`config.mk`:
```
export PLATFORM = sky130hd
export DESIGN_NAME = caseless_text_match_marker_core
export DESIGN_NICKNAME = d
export VERILOG_FILES = /design/src/design/ccm_pkg.sv /design/src/design/ccm_cell.sv /design/src/design/ccm_matcher.sv /design/src/design/caseless_text_match_marker_core.sv
export SDC_FILE = /design/constraint.sdc
export NUM_CORES = 2
export LEC_CHECK = 0
export ABC_AREA = 1
export BUFFER_PORTS_ARGS = -buffer_cell sky130_fd_sc_hd__buf_2
export CAP_MARGIN = 30
export CORE_ASPECT_RATIO = 0.7
export CORE_UTILIZATION = 46
export DETAILED_ROUTE_END_ITERATION = 8
export SETUP_SLACK_MARGIN = 0.1
export SLEW_MARGIN = 20
export SYNTH_ARGS = -nofsm -noshare
export SYNTH_HDL_FRONTEND = slang
export SYNTH_HIERARCHICAL = 1
export SYNTH_SLANG_ARGS = --single-unit
```
`constraint.sdc`:
```
create_clock -name clk -period 8.07 [get_ports clk]
set_clock_uncertainty 0.05 [all_clocks]
set_input_delay 0.4035 -clock clk [delete_from_list [all_inputs] [get_ports clk]]
set_output_delay 0.4035 -clock clk [all_outputs]
set_load 0.01 [all_outputs]
```
`src/design/ccm_pkg.sv`:
```
package ccm_pkg;

    localparam int PATTERN_MAX = 32;
    localparam int WIN_D       = PATTERN_MAX - 1;
    localparam int ADDR_W      = $clog2(PATTERN_MAX);
    localparam int IDX_W       = $clog2(PATTERN_MAX + 1);
    localparam int FILL_W      = $clog2(WIN_D + 1);
    localparam int LEN_W       = 6;
    localparam int CP_W        = 21;
    localparam int TAG_W       = 16;

    localparam logic [TAG_W-1:0] TAG_MAX = '1;

    typedef enum logic [1:0] {
        KIND_LOAD = 2'd0,
        KIND_CELL = 2'd1,
        KIND_EOL  = 2'd2,
        KIND_PAGE = 2'd3
    } kind_t;

    typedef enum logic {
        RES_TAG   = 1'b0,
        RES_TOTAL = 1'b1
    } res_kind_t;

    // control shared by every window cell in one cycle
    typedef struct packed {
        logic             push;
        logic [IDX_W-1:0] fill_old;
        logic             tag_en;
        logic [IDX_W-1:0] tag_lo;
        logic [TAG_W-1:0] tag_val;
        logic             shift;
    } cell_ctrl_t;

    typedef struct packed {
        logic load;
        logic cell_in;
        logic clear_index;
        logic clear_count;
    } match_req_t;

    typedef struct packed {
        logic             full_match;
        logic [TAG_W-1:0] tag_value;
        logic [TAG_W-1:0] count;
    } match_resp_t;

    function automatic logic [CP_W-1:0] fold_case(input logic [CP_W-1:0] c);
        logic [CP_W-1:0] r;
        r = c;
        if (c >= CP_W'(8'h41) && c <= CP_W'(8'h5A))
            r = c + CP_W'(8'h20);
        return r;
    endfunction

endpackage

```
`src/design/ccm_cell.sv`:
```
module ccm_cell (
    input  logic                          clk,
    input  logic [ccm_pkg::IDX_W-1:0]     pos,
    input  ccm_pkg::cell_ctrl_t           ctrl,
    input  logic [ccm_pkg::TAG_W-1:0]     next_ext,
    output logic [ccm_pkg::TAG_W-1:0]     ext
);

    logic [ccm_pkg::TAG_W-1:0] val_reg;
    logic [ccm_pkg::TAG_W-1:0] val_next;
    logic [ccm_pkg::TAG_W-1:0] base;

    always_comb
    begin
        // the newly pushed cell lands here untagged
        base = (ctrl.push && pos == ctrl.fill_old) ? '0 : val_reg;
        ext  = (ctrl.tag_en && pos >= ctrl.tag_lo) ? ctrl.tag_val : base;
        val_next = ctrl.shift ? next_ext : ext;
    end

    always_ff @(posedge clk)
    begin
        val_reg <= val_next;
    end

endmodule

```
`src/design/ccm_matcher.sv`:
```
module ccm_matcher (
    input  logic                          clk,
    input  logic                          rst_n,
    input  ccm_pkg::match_req_t           req,
    input  logic [ccm_pkg::IDX_W-1:0]     eff_len,
    input  logic [ccm_pkg::CP_W-1:0]      codepoint,
    input  logic [4:0]                    pattern_index,
    output ccm_pkg::match_resp_t          resp
);

    logic [ccm_pkg::CP_W-1:0]  store_reg [ccm_pkg::PATTERN_MAX];
    logic [ccm_pkg::IDX_W-1:0] match_index_reg;
    logic [ccm_pkg::IDX_W-1:0] match_index_next;
    logic [ccm_pkg::TAG_W-1:0] count_reg;
    logic [ccm_pkg::TAG_W-1:0] count_next;
    logic [ccm_pkg::IDX_W-1:0] idx_eff;
    logic [ccm_pkg::IDX_W-1:0] idx_inc;
    logic [ccm_pkg::TAG_W-1:0] count_inc;
    logic                      hit;
    logic                      full;

    always_ff @(posedge clk)
    begin
        if (req.load && int'(pattern_index) < ccm_pkg::PATTERN_MAX)
        begin
            store_reg[pattern_index[ccm_pkg::ADDR_W-1:0]] <= codepoint;
        end
    end

    always_comb
    begin
        idx_eff   = (match_index_reg >= eff_len) ? '0 : match_index_reg;
        hit       = ccm_pkg::fold_case(codepoint)
                    == ccm_pkg::fold_case(store_reg[idx_eff[ccm_pkg::ADDR_W-1:0]]);
        idx_inc   = idx_eff + 1'b1;
        full      = (eff_len != '0) && hit && (idx_inc == eff_len);
        count_inc = (count_reg == ccm_pkg::TAG_MAX) ? count_reg : count_reg + 1'b1;

        match_index_next = match_index_reg;
        if (req.clear_index || (req.cell_in && eff_len == '0))
            match_index_next = '0;
        else if (req.cell_in)
            match_index_next = (hit && !full) ? idx_inc : '0;

        count_next = count_reg;
        if (req.clear_count)
            count_next = '0;
        else if (req.cell_in && full)
            count_next = count_inc;

        resp.full_match = req.cell_in && full;
        resp.tag_value  = count_inc;
        resp.count      = count_reg;
    end

    always_ff @(posedge clk or negedge rst_n)
    begin
        if (!rst_n)
        begin
            match_index_reg <= '0;
            count_reg       <= '0;
        end
        else
        begin
            match_index_reg <= match_index_next;
            count_reg       <= count_next;
        end
    end

endmodule

```
`src/design/caseless_text_match_marker_core.sv`:
```
// caseless text match marker
// cfg channel (cfg_valid/cfg_ready/pattern_length) sets the pattern length; ready is
// always high, and a write also restarts the match. write it only while idle.
// in channel (in_valid/in_ready) takes one item per transaction: kind 0 loads a
// pattern entry, kind 1 is a page cell, kind 2 ends a line, kind 3 ends a page.
// out channel (out_valid/out_ready) returns one result per transaction: a cell tag
// in stream order or the page total; last marks the final result of an item.
// a page cell is taken every cycle in steady state while out_ready is high; once the
// window holds length-1 cells, each cell releases the oldest tag, which appears
// at the output register in the cycle after the cell is accepted.
// end of line and end of page drain the window one tag per cycle from the output
// register while out_ready is high, so they hold in_ready low until the window is
// empty, and for the page total as well when the window was not empty; a length
// shrink drains the excess the same way.
// a stalled out_ready holds the output register and in_ready drops until it is
// taken; nothing is lost. reset clears the length, match index, count and
// window fill; pattern entries are undefined until loaded.
module caseless_text_match_marker_core (
    input  logic                          clk,
    input  logic                          rst_n,
    input  logic                          cfg_valid,
    output logic                          cfg_ready,
    input  logic [ccm_pkg::LEN_W-1:0]     pattern_length,
    input  logic                          in_valid,
    output logic                          in_ready,
    input  logic [1:0]                    kind,
    input  logic [ccm_pkg::CP_W-1:0]      codepoint,
    input  logic [4:0]                    pattern_index,
    output logic                          out_valid,
    input  logic                          out_ready,
    output logic                          result_kind,
    output logic [ccm_pkg::TAG_W-1:0]     tag,
    output logic                          last
);

    typedef enum logic [2:0] {
        ST_RUN   = 3'b001,
        ST_DRAIN = 3'b010,
        ST_TOTAL = 3'b100
    } state_t;

    state_t                       state_reg, state_next;
    logic [ccm_pkg::LEN_W-1:0]    len_reg;
    logic [ccm_pkg::FILL_W-1:0]   fill_reg, fill_next;
    logic [ccm_pkg::FILL_W-1:0]   target_reg, target_next;
    logic                         total_pend_reg, total_pend_next;
    logic                         out_valid_reg;
    logic                         out_kind_reg;
    logic [ccm_pkg::TAG_W-1:0]    out_tag_reg;
    logic                         out_last_reg;

    logic [ccm_pkg::IDX_W-1:0]    eff_len;
    logic [ccm_pkg::IDX_W-1:0]    keep;
    logic [ccm_pkg::IDX_W-1:0]    newfill;
    logic [ccm_pkg::IDX_W-1:0]    fill_w;
    logic                         slot_free;
    logic                         acc;
    logic                         cfg_acc;
    logic                         cell_go;
    logic                         flush_go;
    logic                         page_go;
    logic                         cell_pop;
    logic                         cell_multi;
    logic                         pop;
    logic                         emit;
    logic                         emit_kind;
    logic [ccm_pkg::TAG_W-1:0]    emit_tag;
    logic                         emit_last;
    logic                         count_clear;

    ccm_pkg::cell_ctrl_t          ctrl;
    ccm_pkg::match_req_t          mreq;
    ccm_pkg::match_resp_t         mresp;
    logic [ccm_pkg::TAG_W-1:0]    ext [ccm_pkg::WIN_D+1];

    assign cfg_ready = 1'b1;
    assign cfg_acc   = cfg_valid;

    assign slot_free = !out_valid_reg || out_ready;
    assign in_ready  = (state_reg == ST_RUN) && slot_free;
    assign acc       = in_valid && in_ready;
    assign cell_go   = acc && (kind == ccm_pkg::KIND_CELL);
    assign page_go   = acc && (kind == ccm_pkg::KIND_PAGE);
    assign flush_go  = acc && ((kind == ccm_pkg::KIND_EOL) || (kind == ccm_pkg::KIND_PAGE));

    always_comb
    begin
        eff_len = (len_reg > ccm_pkg::LEN_W'(ccm_pkg::PATTERN_MAX))
                  ? ccm_pkg::IDX_W'(ccm_pkg::PATTERN_MAX)
                  : ccm_pkg::IDX_W'(len_reg);
        keep    = (eff_len == '0) ? '0 : eff_len - 1'b1;
        fill_w  = ccm_pkg::IDX_W'(fill_reg);
        newfill = fill_w + 1'b1;
        cell_pop   = newfill > keep;
        cell_multi = newfill > keep + 1'b1;
    end

    always_comb
    begin
        mreq.load        = acc && (kind == ccm_pkg::KIND_LOAD);
        mreq.cell_in     = cell_go;
        mreq.clear_index = flush_go || cfg_acc;
        mreq.clear_count = count_clear;
    end

    ccm_matcher u_matcher (
        .clk           (clk),
        .rst_n         (rst_n),
        .req           (mreq),
        .eff_len       (eff_len),
        .codepoint     (codepoint),
        .pattern_index (pattern_index),
        .resp          (mresp)
    );

    always_comb
    begin
        ctrl.push     = cell_go;
        ctrl.fill_old = fill_w;
        ctrl.tag_en   = mresp.full_match;
        ctrl.tag_lo   = (newfill > eff_len) ? newfill - eff_len : '0;
        ctrl.tag_val  = mresp.tag_value;
        ctrl.shift    = pop;
    end

    // virtual slot past the last cell: only a freshly pushed cell can sit there
    assign ext[ccm_pkg::WIN_D] = mresp.full_match ? mresp.tag_value : '0;

    for (genvar p = 0; p < ccm_pkg::WIN_D; p++)
    begin : g_win
        ccm_cell u_cell (
            .clk      (clk),
            .pos      (ccm_pkg::IDX_W'(p)),
            .ctrl     (ctrl),
            .next_ext (ext[p+1]),
            .ext      (ext[p])
        );
    end

    always_comb
    begin
        state_next      = state_reg;
        fill_next       = fill_reg;
        target_next     = target_reg;
        total_pend_next = total_pend_reg;
        pop             = 1'b0;
        emit            = 1'b0;
        emit_kind       = ccm_pkg::RES_TAG;
        emit_tag        = ext[0];
        emit_last       = 1'b0;
        count_clear     = 1'b0;

        case (state_reg)
            ST_RUN:
            begin
                if (cell_go)
                begin
                    fill_next = cell_pop ? ccm_pkg::FILL_W'(newfill - 1'b1)
                                         : ccm_pkg::FILL_W'(newfill);
                    if (cell_pop)
                    begin
                        pop       = 1'b1;
                        emit      = 1'b1;
                        emit_last = !cell_multi;
                    end
                    if (cell_multi)
                    begin
                        state_next      = ST_DRAIN;
                        target_next     = keep[ccm_pkg::FILL_W-1:0];
                        total_pend_next = 1'b0;
                    end
                end
                else if (flush_go)
                begin
                    target_next     = '0;
                    total_pend_next = page_go;
                    if (fill_reg != '0)
                    begin
                        pop       = 1'b1;
                        emit      = 1'b1;
                        fill_next = fill_reg - 1'b1;
                        if (fill_reg == ccm_pkg::FILL_W'(1))
                        begin
                            emit_last  = !page_go;
                            state_next = page_go ? ST_TOTAL : ST_RUN;
                        end
                        else
                        begin
                            state_next = ST_DRAIN;
                        end
                    end
                    else if (page_go)
                    begin
                        emit        = 1'b1;
                        emit_kind   = ccm_pkg::RES_TOTAL;
                        emit_tag    = mresp.count;
                        emit_last   = 1'b1;
                        count_clear = 1'b1;
                    end
                end
            end
            ST_DRAIN:
            begin
                if (slot_free)
                begin
                    pop       = 1'b1;
                    emit      = 1'b1;
                    fill_next = fill_reg - 1'b1;
                    if (fill_reg - 1'b1 == target_reg)
                    begin
                        emit_last  = !total_pend_reg;
                        state_next = total_pend_reg ? ST_TOTAL : ST_RUN;
                    end
                end
            end
            ST_TOTAL:
            begin
                if (slot_free)
                begin
                    emit        = 1'b1;
                    emit_kind   = ccm_pkg::RES_TOTAL;
                    emit_tag    = mresp.count;
                    emit_last   = 1'b1;
                    count_clear = 1'b1;
                    state_next  = ST_RUN;
                end
            end
            default:
            begin
                state_next = ST_RUN;
            end
        endcase
    end

    always_ff @(posedge clk or negedge rst_n)
    begin
        if (!rst_n)
        begin
            state_reg      <= ST_RUN;
            len_reg        <= '0;
            fill_reg       <= '0;
            target_reg     <= '0;
            total_pend_reg <= 1'b0;
            out_valid_reg  <= 1'b0;
        end
        else
        begin
            state_reg      <= state_next;
            fill_reg       <= fill_next;
            target_reg     <= target_next;
            total_pend_reg <= total_pend_next;
            if (cfg_acc)
                len_reg <= pattern_length;
            if (emit)
                out_valid_reg <= 1'b1;
            else if (out_ready)
                out_valid_reg <= 1'b0;
        end
    end

    always_ff @(posedge clk)
    begin
        if (emit)
        begin
            out_kind_reg <= emit_kind;
            out_tag_reg  <= emit_tag;
            out_last_reg <= emit_last;
        end
    end

    assign out_valid   = out_valid_reg;
    assign result_kind = out_kind_reg;
    assign tag         = out_tag_reg;
    assign last        = out_last_reg;

    a_drain_has_work: assert property (@(posedge clk) disable iff (!rst_n)
        state_reg == ST_DRAIN |-> fill_reg > target_reg)
        else $error("drain state with nothing left above target");

    a_total_is_last: assert property (@(posedge clk) disable iff (!rst_n)
        out_valid_reg && out_kind_reg == ccm_pkg::RES_TOTAL |-> out_last_reg)
        else $error("page total not flagged last");

    a_total_clears_count: assert property (@(posedge clk) disable iff (!rst_n)
        state_reg == ST_TOTAL && slot_free |=> mresp.count == '0)
        else $error("count not cleared after page total");

    a_page_waits_drain: assert property (@(posedge clk) disable iff (!rst_n)
        page_go && fill_reg != '0 |=> state_reg != ST_RUN)
        else $error("page end returned to run before total");

endmodule

```
==> flow_summary.json <==
{
  "cts-root-buf": "clkbuf_16",
  "clock-sinks": 1229,
  "dpl_cell_area_sq_um": 80900,
  "wl_um": 220000,
  "drcViolationCount": 0,
  "area_growth_pct": 11.4,
  "die_w_um": 490,
  "worst_hold_slack_ns": 0.0714,
  "async_flop_share_pct": 3.50,
  "antenna_found_initial": 7,
  "critPathMostFrequentCell": "nand2_1",
  "firstDrtPassIters": 8,
  "h-tree-depth": 4,
  "drt-initial-drc-count": 6276,
  "grt_max_degree": 148,
  "p_leak_nw": 39.8,
  "yosysSeqAreaShare_pct": 41.3,
  "syn-mean-instance-area_sq_um": 7.34,
  "vias": 66000,
  "synth_top_family_by_area": "simple AND/OR/NAND/NOR gates",
  "grt_pass1_wl_um": 343000,
  "critPathCaptureType": "flop",
  "cts_tree": "done",
  "io_pins": 60,
  "status": "completed",
  "largest_register_ffs": 672,
  "netlist_area_sq_um": 76800,
  "slowest_stage": "nand3_4",
  "synth_top_area_share_pct": 27.0,
  "setup_viol": 0,
  "synth_area_leaders": "edfxtp_1 (27%), nand2_1 (14%), dfxtp_1 (13%)",
  "cts_buffer_depth": 3,
  "core-area_sq_um": 166000,
  "final_area_sq_um": 85500,
  "yosysWarnings": 6,
  "fin_crit_sh_pct": 90.1,
  "gp_congestion": 0.879,
  "worstPathRequired_ns": 8.75,
  "fillers": 16200,
  "worstMarginPinSlew_ns": 0.974,
  "antenna_left": 0,
  "via_per_inst": 4.97,
  "grt_setup_unrepaired": "false",
  "syn-instance-count": 10500,
  "post_synth_num_cell_types": 55,
  "synth_simple_gate_area_share_pct": 33.1,
  "vdd_drop_max_uv": 237,
  "synth_compound_area_share_pct": 7.72,
  "synth_top_area_cell": "edfxtp_1",
  "overflow": 0,
  "synth-main-ff-cell": "edfxtp_1",
  "clock_latency_ns": 0.79,
  "cap_viol_max_count": 0,
  "start_kind": "flop",
  "slowest_delay_ns": 0.50,
  "crit_fanout": 55,
  "fmax_mhz": 137,
  "synth_commonest_cells": "nand2_1 (2953), inv_1 (2047), nand3_1 (1549)",
  "finalHoldViolations": 0,
  "track_usage_pct": 25.8,
  "hold_path.class": "primary input to flop",
  "fin_crit_ns": 7.27,
  "synth_fa_ha_area_share_pct": 3.64,
  "muxShareOfSynthArea_pct": 0,
  "cts_resized": 0,
  "finalSetupTns_ns": 0,
  "final_max_slew_viol_count": 0,
  "slew_headroom_pct": 35.0,
  "io_buffer_count": 58,
  "rows": 125,
  "arrival_ns": 7.95,
  "power_density_nw_per_um2": 264,
  "fp.dieArea_sq_um": 169000,
  "cts.clk_slew.worst_paths_ns": 0.06,
  "synth-seq-cells": 1229,
  "synth_edf_count": 690,
  "synth_xor_area_share_pct": 0.376,
  "die_h_um": 344,
  "hpwlAfterDp_um": 140000,
  "drive_above_1_share_pct": 6.86,
  "grt_pass1_vias": 60000,
  "wl_per_cell_um": 16.6,
  "critPathKind": "flop to flop",
  "finalNetCount": 11200,
  "yosys.cell_count.top_type": "nand2_1",
  "initial_utilization_pct": 46.3,
  "cts_buffers": 135
}
stage by stage:
stage / worst slack, ns / util [%] / std cells / total power, mW
floorplan: 1.13 / - / 11000 / 14.4
global placement: 0.990 / 48.8 / 13000 / 16.1
detailed placement: 0.916 / 48.8 / 13000 / 16.4
CTS: 0.903 / 51.6 / 13300 / 22.6
global route: 0.258 / 51.6 / 13300 / 24.2
finish: 0.797 / 51.6 / 13300 / 22.6
final cells by class:
cell class	instances	area [sq um]	share of cell area [%]
Timing Repair Buffer	210	1770	2.08
Multi-Input combinational cell	7282	37000	43.2
Clock inverter	73	703	0.823
Tap cell	2222	2780	3.25
Inverter	2088	7840	9.17
Antenna cell	3	7.51	0.00878
Sequential cell	1229	31700	37.1
Clock buffer	175	3680	4.30
layout by cell type, fill, tap and decap left out, types with 32 or more instances in the layout:
| master | synthesis | final |
|---|---|---|
| conb_1 | 2 | 590 |
| nand4_1 | 71 | 71 |
| nand2_2 | 66 | 68 |
| clkinv_2 | 0 | 33 |
| o21bai_1 | 497 | 497 |
| dfxtp_1 | 496 | 496 |
| ha_1 | 222 | 222 |
| inv_2 | 39 | 38 |
| and2_1 | 496 | 496 |
| o21ai_0 | 96 | 96 |
| nand3_1 | 1549 | 1549 |
| nand2_4 | 31 | 33 |
| a21o_1 | 32 | 32 |
| nand3_2 | 41 | 39 |
| inv_1 | 2047 | 2047 |
| nor2_1 | 299 | 262 |
| nor2_2 | 34 | 66 |
| o211ai_1 | 68 | 68 |
| dfrtp_1 | 42 | 36 |
| buf_2 | 161 | 58 |
| edfxtp_1 | 690 | 690 |
| a21oi_1 | 77 | 75 |
| nand2_1 | 2953 | 2949 |
| buf_4 | 43 | 110 |
| clkbuf_16 | 0 | 136 |
critical path: cells and delay by family, from the launching register on:
kind	cells	cell delay, ns
fa+ha+maj	1	0.31
buf+inv	7	1.99
compound gates	1	0.15
simple gates	23	4.26
flops	1	0.39
per-layer routing:
layer / vias up / wire length, um / GRT usage (%)
li1: 33100 / - / -
met1: 30500 / 110000 / 39.8
met2: 2120 / 89900 / 37.8
met3: 230 / 17400 / 3.88
met4: 0 / 3450 / 5.18
met5: - / 0 / 0
kinds of logic (layout without fill, tap and decap cells):
kind of cell,after synthesis,in the layout
compound gates,829,829
xor+xnor,33,33
fa+ha+maj,223,223
buf+inv,2537,2546
flops,1229,1229
other cells,2,593
simple gates,5607,5607
final timing paths:
check / endpoint / cells past startpoint / from / slack [ns]
worst min register to register: total_pend_reg$_DFFE_PN0P_ / 2 / total_pend_reg$_DFFE_PN0P_ / 0.44
worst min-delay path: len_reg[3]$_DFFE_PN0P_ / 3 / cfg_valid / 0.07
worst max register to register: g_win[23].u_cell/val_reg[6]$_DFF_P_ / 32 / len_reg[0]$_DFFE_PN0P_ / 0.80
worst max-delay path: g_win[23].u_cell/val_reg[6]$_DFF_P_ / 32 / len_reg[0]$_DFFE_PN0P_ / 0.80
min in group asynchronous: u_matcher/count_reg[12]$_DFFE_PN0P_ / 3 / rst_n / 0.23
max in group asynchronous: fill_reg[0]$_DFFE_PN0P_ / 3 / rst_n / 7.21
repair_timing:
| item | in CTS | in global routing |
|---|---|---|
| endpoints found under the hold margin | 51 | 0 |
| buffers inserted | 0 | 0 |
| hold buffers | 16 | 0 |
power by group:
part           leakage (nW)  switching, mW  total, mW  internal (mW)
sequential             10.8          0.336       7.79           7.45
clock                  2.17           2.71       6.22           3.51
combinational          26.8           5.79       8.57           2.78
total                  39.8           8.84       22.6           13.7
Power figures use the tool's default switching activity.
